<file path="config.mk">
export PLATFORM = sky130hd
export DESIGN_NAME = rvil_div_pipe
export DESIGN_NICKNAME = d
export VERILOG_FILES = /design/src/hw/rtl/rvil_pkg.sv /design/src/hw/rtl/rvil_div_pipe.sv
export SDC_FILE = /design/constraint.sdc
export NUM_CORES = 2
export LEC_CHECK = 0
export BUFFER_PORTS_ARGS = -buffer_cell sky130_fd_sc_hd__buf_2
export CAP_MARGIN = 10
export CORE_ASPECT_RATIO = 0.9
export CORE_UTILIZATION = 60
export DETAILED_ROUTE_END_ITERATION = 10
export GPL_TIMING_DRIVEN = 0
export PLACE_DENSITY_LB_ADDON = 0.2
export REMOVE_ABC_BUFFERS = 1
export SYNTH_ARGS = -nofsm -noshare
export SYNTH_HDL_FRONTEND = slang
export SYNTH_SLANG_ARGS = --single-unit
</file>
<file path="constraint.sdc">
create_clock -name clk_i -period 4.3 [get_ports clk_i]
set_input_delay 0 -clock clk_i [delete_from_list [all_inputs] [get_ports clk_i]]
set_output_delay 0 -clock clk_i [all_outputs]
set_load 0.05 [all_outputs]
</file>
<file path="src/hw/rtl/rvil_pkg.sv">
// shared constants and types for the ray/voxel intersection length core
package rvil_pkg;

  localparam int GRID_NX_DEF = 512;
  localparam int GRID_NY_DEF = 512;
  localparam int GRID_NZ_DEF = 512;

  localparam int COORD_W    = 32;
  localparam int SIZE_W     = 31;
  localparam int IDX_W      = 10;
  localparam int LEN_W      = 40;
  localparam int STAT_W     = 2;
  localparam int PROD_W     = IDX_W + SIZE_W;   // index times voxel size
  localparam int NUM_W      = 44;               // plane offset from the start point
  localparam int FRAC_W     = 33;               // Q0.32 with room for exactly one
  localparam int RAD_W      = 66;
  localparam int ROOT_W     = 33;
  localparam int DIV_STEPS  = 32;
  localparam int SQRT_STEPS = 33;
  localparam int PADDR_W    = 5;
  localparam int PDATA_W    = 32;

  localparam logic [SIZE_W-1:0] VSZ_RST = SIZE_W'(65536);
  localparam logic [FRAC_W-1:0] FRAC_ONE = {1'b1, {(FRAC_W-1){1'b0}}};

  typedef enum logic [STAT_W-1:0] {
    STAT_HIT  = 2'd0,
    STAT_MISS = 2'd1,
    STAT_OOB  = 2'd2
  } status_e;

  typedef enum logic [2:0] {
    REG_VSZ_X = 3'd0,
    REG_VSZ_Y = 3'd1,
    REG_VSZ_Z = 3'd2,
    REG_ORG_X = 3'd3,
    REG_ORG_Y = 3'd4,
    REG_ORG_Z = 3'd5
  } reg_idx_e;

  // flags that travel alongside the dividers
  typedef struct packed {
    logic       oob;
    logic       fail;
    logic [2:0] par;
    logic [5:0] zero;
    logic [5:0] one;
  } side_t;

endpackage

</file>
<file path="src/hw/rtl/rvil_div_pipe.sv">
// pipelined restoring divider, one quotient bit per stage, num below den
module rvil_div_pipe (
  input  logic                          clk_i,
  input  logic [rvil_pkg::DIV_STEPS-1:0] ld_i,
  input  logic [31:0]                   num_i,
  input  logic [31:0]                   den_i,
  output logic [31:0]                   quo_o
);
  import rvil_pkg::*;

  logic [31:0] rem_q [DIV_STEPS];
  logic [31:0] den_q [DIV_STEPS];
  logic [31:0] quo_q [DIV_STEPS];

  for (genvar j = 0; j < DIV_STEPS; j++) begin : g_step
    logic [31:0] rem_p, den_p, quo_p;
    logic [32:0] shf;
    logic        ge;

    if (j == 0) begin : g_first
      assign rem_p = num_i;
      assign den_p = den_i;
      assign quo_p = '0;
    end else begin : g_next
      assign rem_p = rem_q[j-1];
      assign den_p = den_q[j-1];
      assign quo_p = quo_q[j-1];
    end

    assign shf = {rem_p, 1'b0};
    assign ge  = shf >= {1'b0, den_p};

    always_ff @(posedge clk_i) begin
      if (ld_i[j]) begin
        rem_q[j] <= ge ? 32'(shf - {1'b0, den_p}) : shf[31:0];
        den_q[j] <= den_p;
        quo_q[j] <= {quo_p[30:0], ge};
      end
    end
  end

  assign quo_o = quo_q[DIV_STEPS-1];

endmodule

</file>
== Yosys cells after proc, flatten, opt, wreduce, memory -nomap -nowiden ==
Memory sizes are Yosys's and may differ from the RTL's.
Index checks and enable logic that the tools add are counted.
Word-level totals
  bits in registers: 0
  memories kept: 3
  logic and storage cells: 163
  bits in writable memories: 3072
Memory list
  den_q: depth 32, bits a word 32, read ports 31, clocked after memory_dff 0, write ports 32, line rvil_div_pipe.sv:12  | logic [31:0] den_q [DIV_STEPS];
  quo_q: depth 32, bits a word 32, read ports 32, clocked after memory_dff 0, write ports 32, line rvil_div_pipe.sv:13  | logic [31:0] quo_q [DIV_STEPS];
  rem_q: depth 32, bits a word 32, read ports 31, clocked after memory_dff 0, write ports 32, line rvil_div_pipe.sv:11  | logic [31:0] rem_q [DIV_STEPS];
Operators by class
  multiplexer cells: 96
  add/sub/neg operators: 32
  magnitude comparators: 32
Operators with widths (number)
  33-bit by 32-bit greater-or-equal comparator with 1-bit output: 32
  32-bit two-way mux: 32
  32-bit subtractor: 32
  1-bit two-way mux: 64

== Longest topological paths before layout ==
An unclocked memory read counts as a cell.
  word-level depth: 3
  depth in mapped cells: 15
  depth with buffers taken out: 13

== Least setup slack after synthesis ==
OpenSTA, ideal clock, no wires.
  path kind: register -> register
  start: mem rem_q[21][14] (netlist: rem_q[1][174])
  end: mem rem_q[22][5] (netlist: rem_q[1][197]), data pin
  data required time: 4040 ps
  setup slack: 660 ps
  arrival time: 3379 ps
  cell stages (with the launch flop): 13
  buffers on the path: 1
  clock period less this slack: 3640 ps
  path through: edfxtp_1 ha_1 and3_4 nor2b_4 a211o_1 a21oi_2 o21ai_2 a221o_2 o41ai_4 a211oi_2 a2111oi_4 buf_6 mux2_4
RTL lines (line)
  start: declaration: rvil_div_pipe.sv:11

==> impl_metrics.env <==
export IMPL_status="complete, but fails checks"
export IMPL_failed_checks="negative setup slack"
export IMPL_seq_area_frac_synth_pct=53.3
export IMPL_syn_inst=12400
export IMPL_setup_viol=2
export IMPL_setup_slack_ps=-7.21
export IMPL_p_leak_nw=64.9
export IMPL_arrival_ps=4900
export IMPL_die_height_um=463
export IMPL_drtPass1Iterations=6
export IMPL_drv_cap=0
export IMPL_start_kind="register"
export IMPL_area_delta_synth_final_pct=11.6
export IMPL_synth_edf_count=2512
export IMPL_drtIter0Drc=10200
export IMPL_nets=14000
export IMPL_finClkSkew_ps=99.2
export IMPL_drc_errors=0
export IMPL_rows=168
export IMPL_initial_core_util_pct=60.5
export IMPL_ant_nets=0
export IMPL_dp_slack_ps=-913
export IMPL_wirelength_mm=373
export IMPL_io_pins=129
export IMPL_ys_flop_type="edfxtp_1"
export IMPL_grt_pass1_vias=95600
export IMPL_maxSlewHeadroom_pct=14.7
export IMPL_cts_root_buf="clkbuf_16"
export IMPL_max_freq_mhz=232
export IMPL_cp_data_required_time_ps=4890
export IMPL_worst_pin_slew_ps=1280
export IMPL_cts_made_buffers=272
export IMPL_p_per_area_mw_per_mm2=803
export IMPL_n_fill_cell=17000
export IMPL_fin_crit_ps=4310
export IMPL_numPortBuffers=128
export IMPL_synth_warnings=0
export IMPL_cp_max_fo=26
export IMPL_cp_end_kind="register"
export IMPL_final_common_cell="edfxtp_1"
export IMPL_gr_total_overflow=0
export IMPL_layout_common_cells="edfxtp_1 (2512), inv_1 (1307), ha_1 (1023)"
export IMPL_via_per_inst=6.20
export IMPL_grt_usage_pct=30.5
export IMPL_gp_congestion=0.989
export IMPL_ys_types=97
export IMPL_max_vdd_ir_drop_v=0.000918
export IMPL_drive_above_1_share_pct=9.77
export IMPL_htree_levels=5
export IMPL_cts_tree="yes"
export IMPL_clock_latency_ps=920
export IMPL_drv_slew=0
export IMPL_wl_per_cell_um=23.1
export IMPL_cts_sinks=2512
export IMPL_vias=100000
export IMPL_die_area_mm2=0.238
export IMPL_avgSynthCellArea_um2=11.4
export IMPL_clk_pin_slew_ps=80
export IMPL_crit_type="reg2reg"
export IMPL_hp_class="in2reg"
export IMPL_grt_max_degree=77
export IMPL_finalHoldViolations=0
export IMPL_syn_area_mm2=0.142
export IMPL_die_w_um=514
export IMPL_core_area_mm2=0.234
export IMPL_fin_tns_setup_ps=-11.1
export IMPL_ys_ff_latch=2512
export IMPL_place_hpwl_mm=272
export IMPL_async_flop_share_pct=0
export IMPL_antenna_found_initial=10
export IMPL_clockBufferDepth=4
export IMPL_grt_pass1_wl_mm=565
export IMPL_post_route_period_util_pct=100
-- metal layers --
layer,routed length (um),share of wire (%),global-route usage (%)
met1,166000,44,44.6
met3,28200,7.6,4.59
met4,12100,3.2,9.31
met5,27,0.0072,0
met2,167000,45,47.0
-- cell families after synthesis --
kind of cell / share of synthesized area, %
muxes: 4.34
buffers and inverters: 4.34
and+or+nand+nor: 8.90
xor gates and xnor gates: 5.19
adders and majority gates: 9.48
DFF: 53.3
AOI/OAI and AO/OA: 14.5
-- metrics by stage --
stage                     util (%)  power, W  std cells  hold slack [ps]  cell area [um2]
after global routing          67.6     0.134      16100             15.4           158000
after floorplan                  -    0.0834      12100             98.9           140000
after detailed placement      62.7     0.100      15500              199           147000
after global placement        62.0    0.0990      15400              194           145000
after CTS                     67.4     0.126      16100             4.32           157000
final                         67.6     0.127      16200             51.6           158000
-- timing repair --
item	in CTS	in global routing
endpoints found under the setup margin	360	334
buffers inserted	17	32
endpoints found under the hold margin	2577	0
resized for setup	33	40
hold buffers	170	0
gates cloned	4	2
pin swaps	14	16
-- layout make-up --
class                   count  area [um2]  area share, %
flip-flops and latches   2512       75400           47.7
clock inverters           156        1650           1.04
multi-input cells        8287       60600           38.3
well taps                3145        3940           2.49
clock buffers             315        7100           4.49
repair buffers            420        4370           2.77
inverters                1309        4920           3.11
diodes                      7        17.5         0.0111
repair inverters            1        7.51        0.00475
-- final timing paths --
kind,from,endpoint,slack [ps],cells after the start
max,den_q[1][65],rem_q[1][114],-7,14
min,ld_i[23],quo_q[1][227],50,2
max reg2reg,den_q[1][65],rem_q[1][114],-7,14
min reg2reg,quo_q[1][39],quo_q[1][72],330,0
-- report_power, final --
part	switching, W	total [W]	leakage, nW	internal (W)
Clock	0.00989	0.0235	4.25	0.0136
Sequential	0.00441	0.0412	24.6	0.0367
Combinational	0.0354	0.0622	36.1	0.0268
Total	0.0497	0.127	64.9	0.0771
-- flip-flops by register name, summed over array words and instances (netlist names) --
register  count
den_q       992
quo_q       528
rem_q       992
-- synthesized netlist by cell type (all sizes together) (20+ instances only) --
cell	count	area (um2)
o21bai	116	871
inv	1309	4910
a21oi	1028	5170
nand4	167	1040
xnor2	507	4440
a21o	516	3880
nor2b	163	1030
a211o	32	280
nor3	160	801
and2	66	413
and4	32	280
nand3b	24	180
o31ai	66	519
buf	55	305
a221o	26	263
clkbuf	245	920
a21boi	33	248
or2	22	138
o31a	33	289
o41ai	33	327
nand2b	120	751
o21ai	666	3340
a31oi	128	831
a221oi	26	228
fa	31	621
or3	28	175
and3	99	629
nor2	747	2800
o21a	155	1160
mux2i	43	430
mux2	494	5710
edfxtp	2512	75400
o211ai	58	445
ha	1023	12800
nor4	38	238
nand3	202	1010
xor2	331	2900
a2111oi	20	213
a31o	20	175
a211oi	77	588
nand2	733	2750
-- critical path, stage by stage (launching register included) --
cell      delay (ps)
edfxtp_1         570
inv_1            110
ha_1             330
nor2b_1          170
o31a_1           350
o211ai_1         420
o21ai_1          200
a21oi_4          260
o32ai_1          170
nor2_2           210
o41ai_1          110
buf_2            190
a31oi_4          250
buf_12           230
mux2_2           370
Power figures use the tool's default switching activity.
