<file path="src/hw/rtl/rvil_pkg.sv">
// shared constants and types for the ray/voxel intersection length core
package rvil_pkg;

  localparam int GRID_NX_DEF = 512;
  localparam int GRID_NY_DEF = 512;
  localparam int GRID_NZ_DEF = 512;

  localparam int COORD_W    = 32;
  localparam int SIZE_W     = 31;
  localparam int IDX_W      = 10;
  localparam int LEN_W      = 40;
  localparam int STAT_W     = 2;
  localparam int PROD_W     = IDX_W + SIZE_W;   // index times voxel size
  localparam int NUM_W      = 44;               // plane offset from the start point
  localparam int FRAC_W     = 33;               // Q0.32 with room for exactly one
  localparam int RAD_W      = 66;
  localparam int ROOT_W     = 33;
  localparam int DIV_STEPS  = 32;
  localparam int SQRT_STEPS = 33;
  localparam int PADDR_W    = 5;
  localparam int PDATA_W    = 32;

  localparam logic [SIZE_W-1:0] VSZ_RST = SIZE_W'(65536);
  localparam logic [FRAC_W-1:0] FRAC_ONE = {1'b1, {(FRAC_W-1){1'b0}}};

  typedef enum logic [STAT_W-1:0] {
    STAT_HIT  = 2'd0,
    STAT_MISS = 2'd1,
    STAT_OOB  = 2'd2
  } status_e;

  typedef enum logic [2:0] {
    REG_VSZ_X = 3'd0,
    REG_VSZ_Y = 3'd1,
    REG_VSZ_Z = 3'd2,
    REG_ORG_X = 3'd3,
    REG_ORG_Y = 3'd4,
    REG_ORG_Z = 3'd5
  } reg_idx_e;

  // flags that travel alongside the dividers
  typedef struct packed {
    logic       oob;
    logic       fail;
    logic [2:0] par;
    logic [5:0] zero;
    logic [5:0] one;
  } side_t;

endpackage

</file>
<file path="src/hw/rtl/rvil_sqrt_pipe.sv">
// pipelined integer square root, one root bit per stage
module rvil_sqrt_pipe (
  input  logic                              clk_i,
  input  logic [rvil_pkg::SQRT_STEPS-1:0]   ld_i,
  input  logic [rvil_pkg::RAD_W-1:0]        rad_i,
  output logic [rvil_pkg::ROOT_W-1:0]       root_o
);
  import rvil_pkg::*;

  logic [RAD_W-1:0]  val_q  [SQRT_STEPS];
  logic [34:0]       rem_q  [SQRT_STEPS];
  logic [ROOT_W-1:0] root_q [SQRT_STEPS];

  for (genvar j = 0; j < SQRT_STEPS; j++) begin : g_step
    logic [RAD_W-1:0]  val_p;
    logic [34:0]       rem_p;
    logic [ROOT_W-1:0] root_p;
    logic [34:0]       rem_t;
    logic [34:0]       trial;
    logic              ge;

    if (j == 0) begin : g_first
      assign val_p  = rad_i;
      assign rem_p  = '0;
      assign root_p = '0;
    end else begin : g_next
      assign val_p  = val_q[j-1];
      assign rem_p  = rem_q[j-1];
      assign root_p = root_q[j-1];
    end

    // the remainder never exceeds twice the root, so 33 bits hold it before the shift
    assign rem_t = {rem_p[32:0], val_p[RAD_W-1 -: 2]};
    assign trial = {root_p, 2'b01};
    assign ge    = rem_t >= trial;

    always_ff @(posedge clk_i) begin
      if (ld_i[j]) begin
        val_q[j]  <= {val_p[RAD_W-3:0], 2'b00};
        rem_q[j]  <= ge ? (rem_t - trial) : rem_t;
        root_q[j] <= {root_p[ROOT_W-2:0], ge};
      end
    end
  end

  assign root_o = root_q[SQRT_STEPS-1];

endmodule
</file>
<file path="config.mk">
export PLATFORM = sky130hd
export DESIGN_NAME = rvil_sqrt_pipe
export DESIGN_NICKNAME = d
export VERILOG_FILES = /design/src/hw/rtl/rvil_pkg.sv /design/src/hw/rtl/rvil_sqrt_pipe.sv
export SDC_FILE = /design/constraint.sdc
export NUM_CORES = 2
export LEC_CHECK = 0
export BUFFER_PORTS_ARGS = -buffer_cell sky130_fd_sc_hd__buf_2
export CORE_MARGIN = 2
export CORE_UTILIZATION = 50
export DETAILED_ROUTE_END_ITERATION = 10
export HOLD_SLACK_MARGIN = 0.05
export PLACE_DENSITY = 0.76
export SLEW_MARGIN = 20
export SYNTH_ARGS = -nofsm -noshare
export SYNTH_HDL_FRONTEND = slang
export SYNTH_MEMORY_MAX_BITS = 65536
export SYNTH_SLANG_ARGS = --single-unit
export TNS_END_PERCENT = 100
</file>
<file path="constraint.sdc">
create_clock -name clk_i -period 5 [get_ports clk_i]
set_clock_uncertainty 0.2 [all_clocks]
set_input_delay 1 -clock clk_i [delete_from_list [all_inputs] [get_ports clk_i]]
set_output_delay 1 -clock clk_i [all_outputs]
set_load 0.05 [all_outputs]
</file>
Word level (Yosys, flattened, before mapping) --
Memory sizes are Yosys's and may differ from the RTL's. Cells that the tools add are included. W data, S select, Z words.
Operators by class: add/sub/neg operators 33, magnitude comparators 33, reductions and logical operators 0, divide/modulo/power cells 0, shift-type cells 0, multiply operators 0, bitwise gates (word level) 0, multiplexer cells 99, equal/unequal tests 0
Operators by type and width (number):
- $mux W35 | 33
- $ge A35 B35 Y1 | 32
- $sub A35 B35 Y35 | 32
- $mux W1 | 66
- $sub A2 B1 Y3 const B | 1
- $ge A2 B1 Y1 const B | 1
Storage, ports and cells: latch bits 0, memories 3, memory bits (writable) 4356, register bits after elaboration 0, ROM bits 0, bits of input ports 100
Memories:
- val_q | depth 33, bits a word 64, rd ports 32, clocked after memory_dff 0, write ports 33, line rvil_sqrt_pipe.sv:10 | logic [RAD_W-1:0] val_q [SQRT_STEPS];
- rem_q | depth 33, bits a word 35, rd ports 32, clocked after memory_dff 0, write ports 33, line rvil_sqrt_pipe.sv:11 | logic [34:0] rem_q [SQRT_STEPS];
- root_q | depth 33, bits a word 33, rd ports 33, clocked after memory_dff 0, write ports 33, line rvil_sqrt_pipe.sv:12 | logic [ROOT_W-1:0] root_q [SQRT_STEPS];

Logic depth before layout (Yosys ltp) --
An unclocked memory read counts as a cell.
word-level depth 3, depth in mapped cells 15

Worst setup path after synthesis --
OpenSTA, ideal clock, no wires.
path type reg-to-reg, start memory rem_q[19][0], in the netlist rem_q[0][665], end memory rem_q[20][17], in the netlist rem_q[0][717], data pin, required time 4540 ps, path slack 1366 ps, stages on the path, launching flop included 12, data arrival time 3175 ps, setup time 260 ps, path buffers 1, cell sequence edfxtp_1 ha_1 o21ai_0 a211oi_1 a221oi_1 a21oi_1 a31o_2 a21oi_1 nand2b_1 o31ai_2 clkbuf_1 mux2_2
RTL lines (line):
- start: declaration | rvil_sqrt_pipe.sv:11

==> flow_summary.toml <==
[status]
status = "finished, final reports clean"

[critical_path]
crit_type = "reg2reg"
cp_max_fo = 22
crit_arrival_ps = 4770
required_ps = 5410
cp-end-kind = "flop"
start_kind = "flop"

[drt]
detail-route-antenna-nets = 0
dr_total_vias = 74800
avgRoutedWirePerCell_um = 19.3
vias_per_cell = 5.64
drtIter0Drc = 6908
drc_errors = 0
routed_wl_um = 256000
drt-pass1-iter-count = 8

[pwr]
p_seq_frac = 0.471
sw_frac_of_total = 0.286
power.switching_uw = 18200
p_int_uw = 45500
p_comb_frac = 0.213
clkPwrFrac = 0.316
ir_drop_mv = 0.437
cellPowerDensity_mw_per_mm2 = 467
p_leak_uw = 0.0521

[global_routing]
use_met1 = 0.261
antenna_found_initial = 7
grt_pass1_vias = 73600
met2_usage = 0.351
gr-max-usage-layer = "met2"
gr-total-overflow = 0
grt_util_met3 = 0.0276
grt_max_degree = 75
grt_pass1_wl_um = 401000
grt_usage = 0.203

[clock_tree]
clk_latency_ps = 940
cts_buffers = 287
cts.clk_slew.worst_paths_ps = 60
cts_num_sinks = 2624
post_cts.repair.setup_buffers = 0
post_cts_resized = 0
root_buffer = "clkbuf_16"
clockBufferDepth = 4
h-tree-depth = 5
cts_tree = "yes"

[yosys]
synthesis.area_mm2 = 0.122
synth_simple_gate_area_frac = 0.0984
muxShareOfSynthArea = 0.00747
synthCells = 9479
ys_seq_elements = 2624
synth_top_area_share = 0.646
synth_enable_flop_cells = 2624
synth_xor_area_frac = 0.0582
synth_area_leaders = "edfxtp_1 (65%), ha_1 (6.1%), xnor2_1 (2.9%)"
ys_seq_area_frac = 0.646
synth.largest_area_cell = "edfxtp_1"
avgSynthCellArea_um2 = 12.9
synth_compound_area_frac = 0.0986
synth_cell_types = 88
synth_common_cells = "edfxtp_1 (2624), inv_1 (779), nand2_1 (685)"
synth.most_common_cell = "edfxtp_1"
synth-adder-area-share = 0.0611
yosysWarnings = 0
mappedNetlistNets = 10200
async_flop_share = 0
synth-main-ff-cell = "edfxtp_1"
synth_top_family_by_area = "compound AO/OA/AOI/OAI gates"

[sta]
timing.final.crit_share = 0.872
drv_slew = 0
max_slew_margin = 0.267
fin_tns_setup_ps = 0
fin_ws_ps = 638
hold_viol = 0
rsz0062_at_grt = "no"
period_needed_ps = 4360
setup_viol_count_final = 0
tightest_slew_ps = 1100
max_freq_mhz = 229

[placed_design]
place_congestion = 0.962
post-dp-hpwl_um = 184000
port-buffer-count = 132
dpl_worst_slack_ps = 720

[floorplanning]
dieArea_mm2 = 0.248
chipHeight_um = 498
initial_utilization = 0.502
fp.coreArea_mm2 = 0.243
dieWidth_um = 498
ios = 133
rows = 181

[cells_and_area]
area_growth_pct = 11.7
nets = 10500
fillCellCount = 19200
multi_input_area_mm2 = 0.0396
drive_gt1_frac = 0.0764
ff_latch_area_mm2 = 0.0788

[run]
max_cap_viol_count = 0

[worst_hold_path]
worstHoldPathType = "in2reg"
metrics by stage:
| step | util | power [uW] | instances | hold slack (ps) | cell area [um2] |
|---|---|---|---|---|---|
| finish | 0.561 | 63600 | 13300 | 140 | 136000 |
| global route | 0.561 | 66700 | 13300 | 95.7 | 136000 |
| CTS | 0.561 | 63900 | 13300 | 71.4 | 136000 |
| detailed placement | 0.522 | 43700 | 12700 | 205 | 127000 |
| global placement | 0.522 | 43300 | 12700 | 201 | 127000 |
| floorplan | - | 39300 | 9479 | 200 | 122000 |
registers in the layout (all words and copies together) (netlist names):
name    cells
val_q    1056
root_q    561
rem_q    1007
what timing repair did:
| item | 4_1_cts | 5_1_grt |
|---|---|---|
| setup endpoints to repair | 0 | 0 |
| endpoints found under the hold margin | 64 | 0 |
| hold buffers | 64 | 0 |
cell usage in the layout (no fill, tap or decap), types with 91 or more instances in the layout:
| cell type | netlist | final |
|---|---|---|
| edfxtp_1 | 2624 | 2624 |
| inv_1 | 779 | 779 |
| nand2_1 | 685 | 685 |
| ha_1 | 595 | 595 |
| nor2_1 | 577 | 577 |
| a21oi_1 | 577 | 574 |
| o21ai_0 | 563 | 562 |
| xnor2_1 | 408 | 408 |
| xor2_1 | 402 | 402 |
| clkbuf_16 | 0 | 291 |
| a21o_1 | 241 | 241 |
| nor3_1 | 215 | 214 |
| nand3_1 | 156 | 156 |
| nand2b_1 | 129 | 129 |
| buf_2 | 4 | 108 |
| nor2b_1 | 106 | 106 |
| nor4_1 | 106 | 104 |
| nand4_1 | 97 | 97 |
| o21a_1 | 92 | 92 |
| or3_1 | 92 | 92 |
| buf_4 | 1 | 91 |
kinds of logic (layout without fill, tap and decap cells):
logic type	Yosys count	in the layout
AOI/OAI and AO/OA	1952	1952
xor gates and xnor gates	810	810
adders and majority gates	595	595
buffers and inverters	966	1535
DFF	2624	2624
muxes	82	82
other	1	3
and+or+nand+nor	2449	2449
worst paths after layout:
path	startpoint	end	slack [ps]	depth (start not counted)
worst max-delay path	rem_q[0][915]$_DFFE_PP_	rem_q[0][977]$_DFFE_PP_	640	13
worst min-delay path	rad_i[65]	root_q[0][0]$_DFFE_PP_	140	2
worst max register to register	rem_q[0][915]$_DFFE_PP_	rem_q[0][977]$_DFFE_PP_	640	13
worst min register to register	val_q[0][623]$_DFFE_PP_	val_q[0][689]$_DFFE_PP_	180	0
cell type report:
cell class | instances | share of cell area
timing repair buffer | 269 | 0.0146
multi-input combinational | 5889 | 0.291
clock inverter | 136 | 0.00989
clock buffer | 347 | 0.0550
tap | 3202 | 0.0294
sequential | 2624 | 0.579
inverter | 783 | 0.0216
antenna | 2 | 0.0000368
worst max-delay path, stage by stage (launching register included):
cell      delay (ps)
edfxtp_1         390
ha_1             400
a21o_1           220
a21o_1           190
nor3_1           490
o311ai_0         310
buf_4            220
a221oi_1         440
o21ai_0          260
a31oi_1          200
o21a_1           150
buf_4            290
nor2_1            60
mux2_2           280
metal layers:
layer  vias up  part of all wire
met5         -           0.00094
met4         2             0.035
met3       595             0.054
met2      2403              0.49
met1     36100              0.42
li1      35700                 -
power groups by stage:
stage / clock network [uW] / logic, uW / registers, uW
after global routing: 21300 / 15100 / 30200
after CTS: 20500 / 13400 / 30000
final: 20100 / 13600 / 30000
after floorplan: 0 / 9940 / 29400
after detailed placement: 0 / 13300 / 30400
after global placement: 0 / 13000 / 30300
Note: power is estimated with default switching activity, not from simulation.
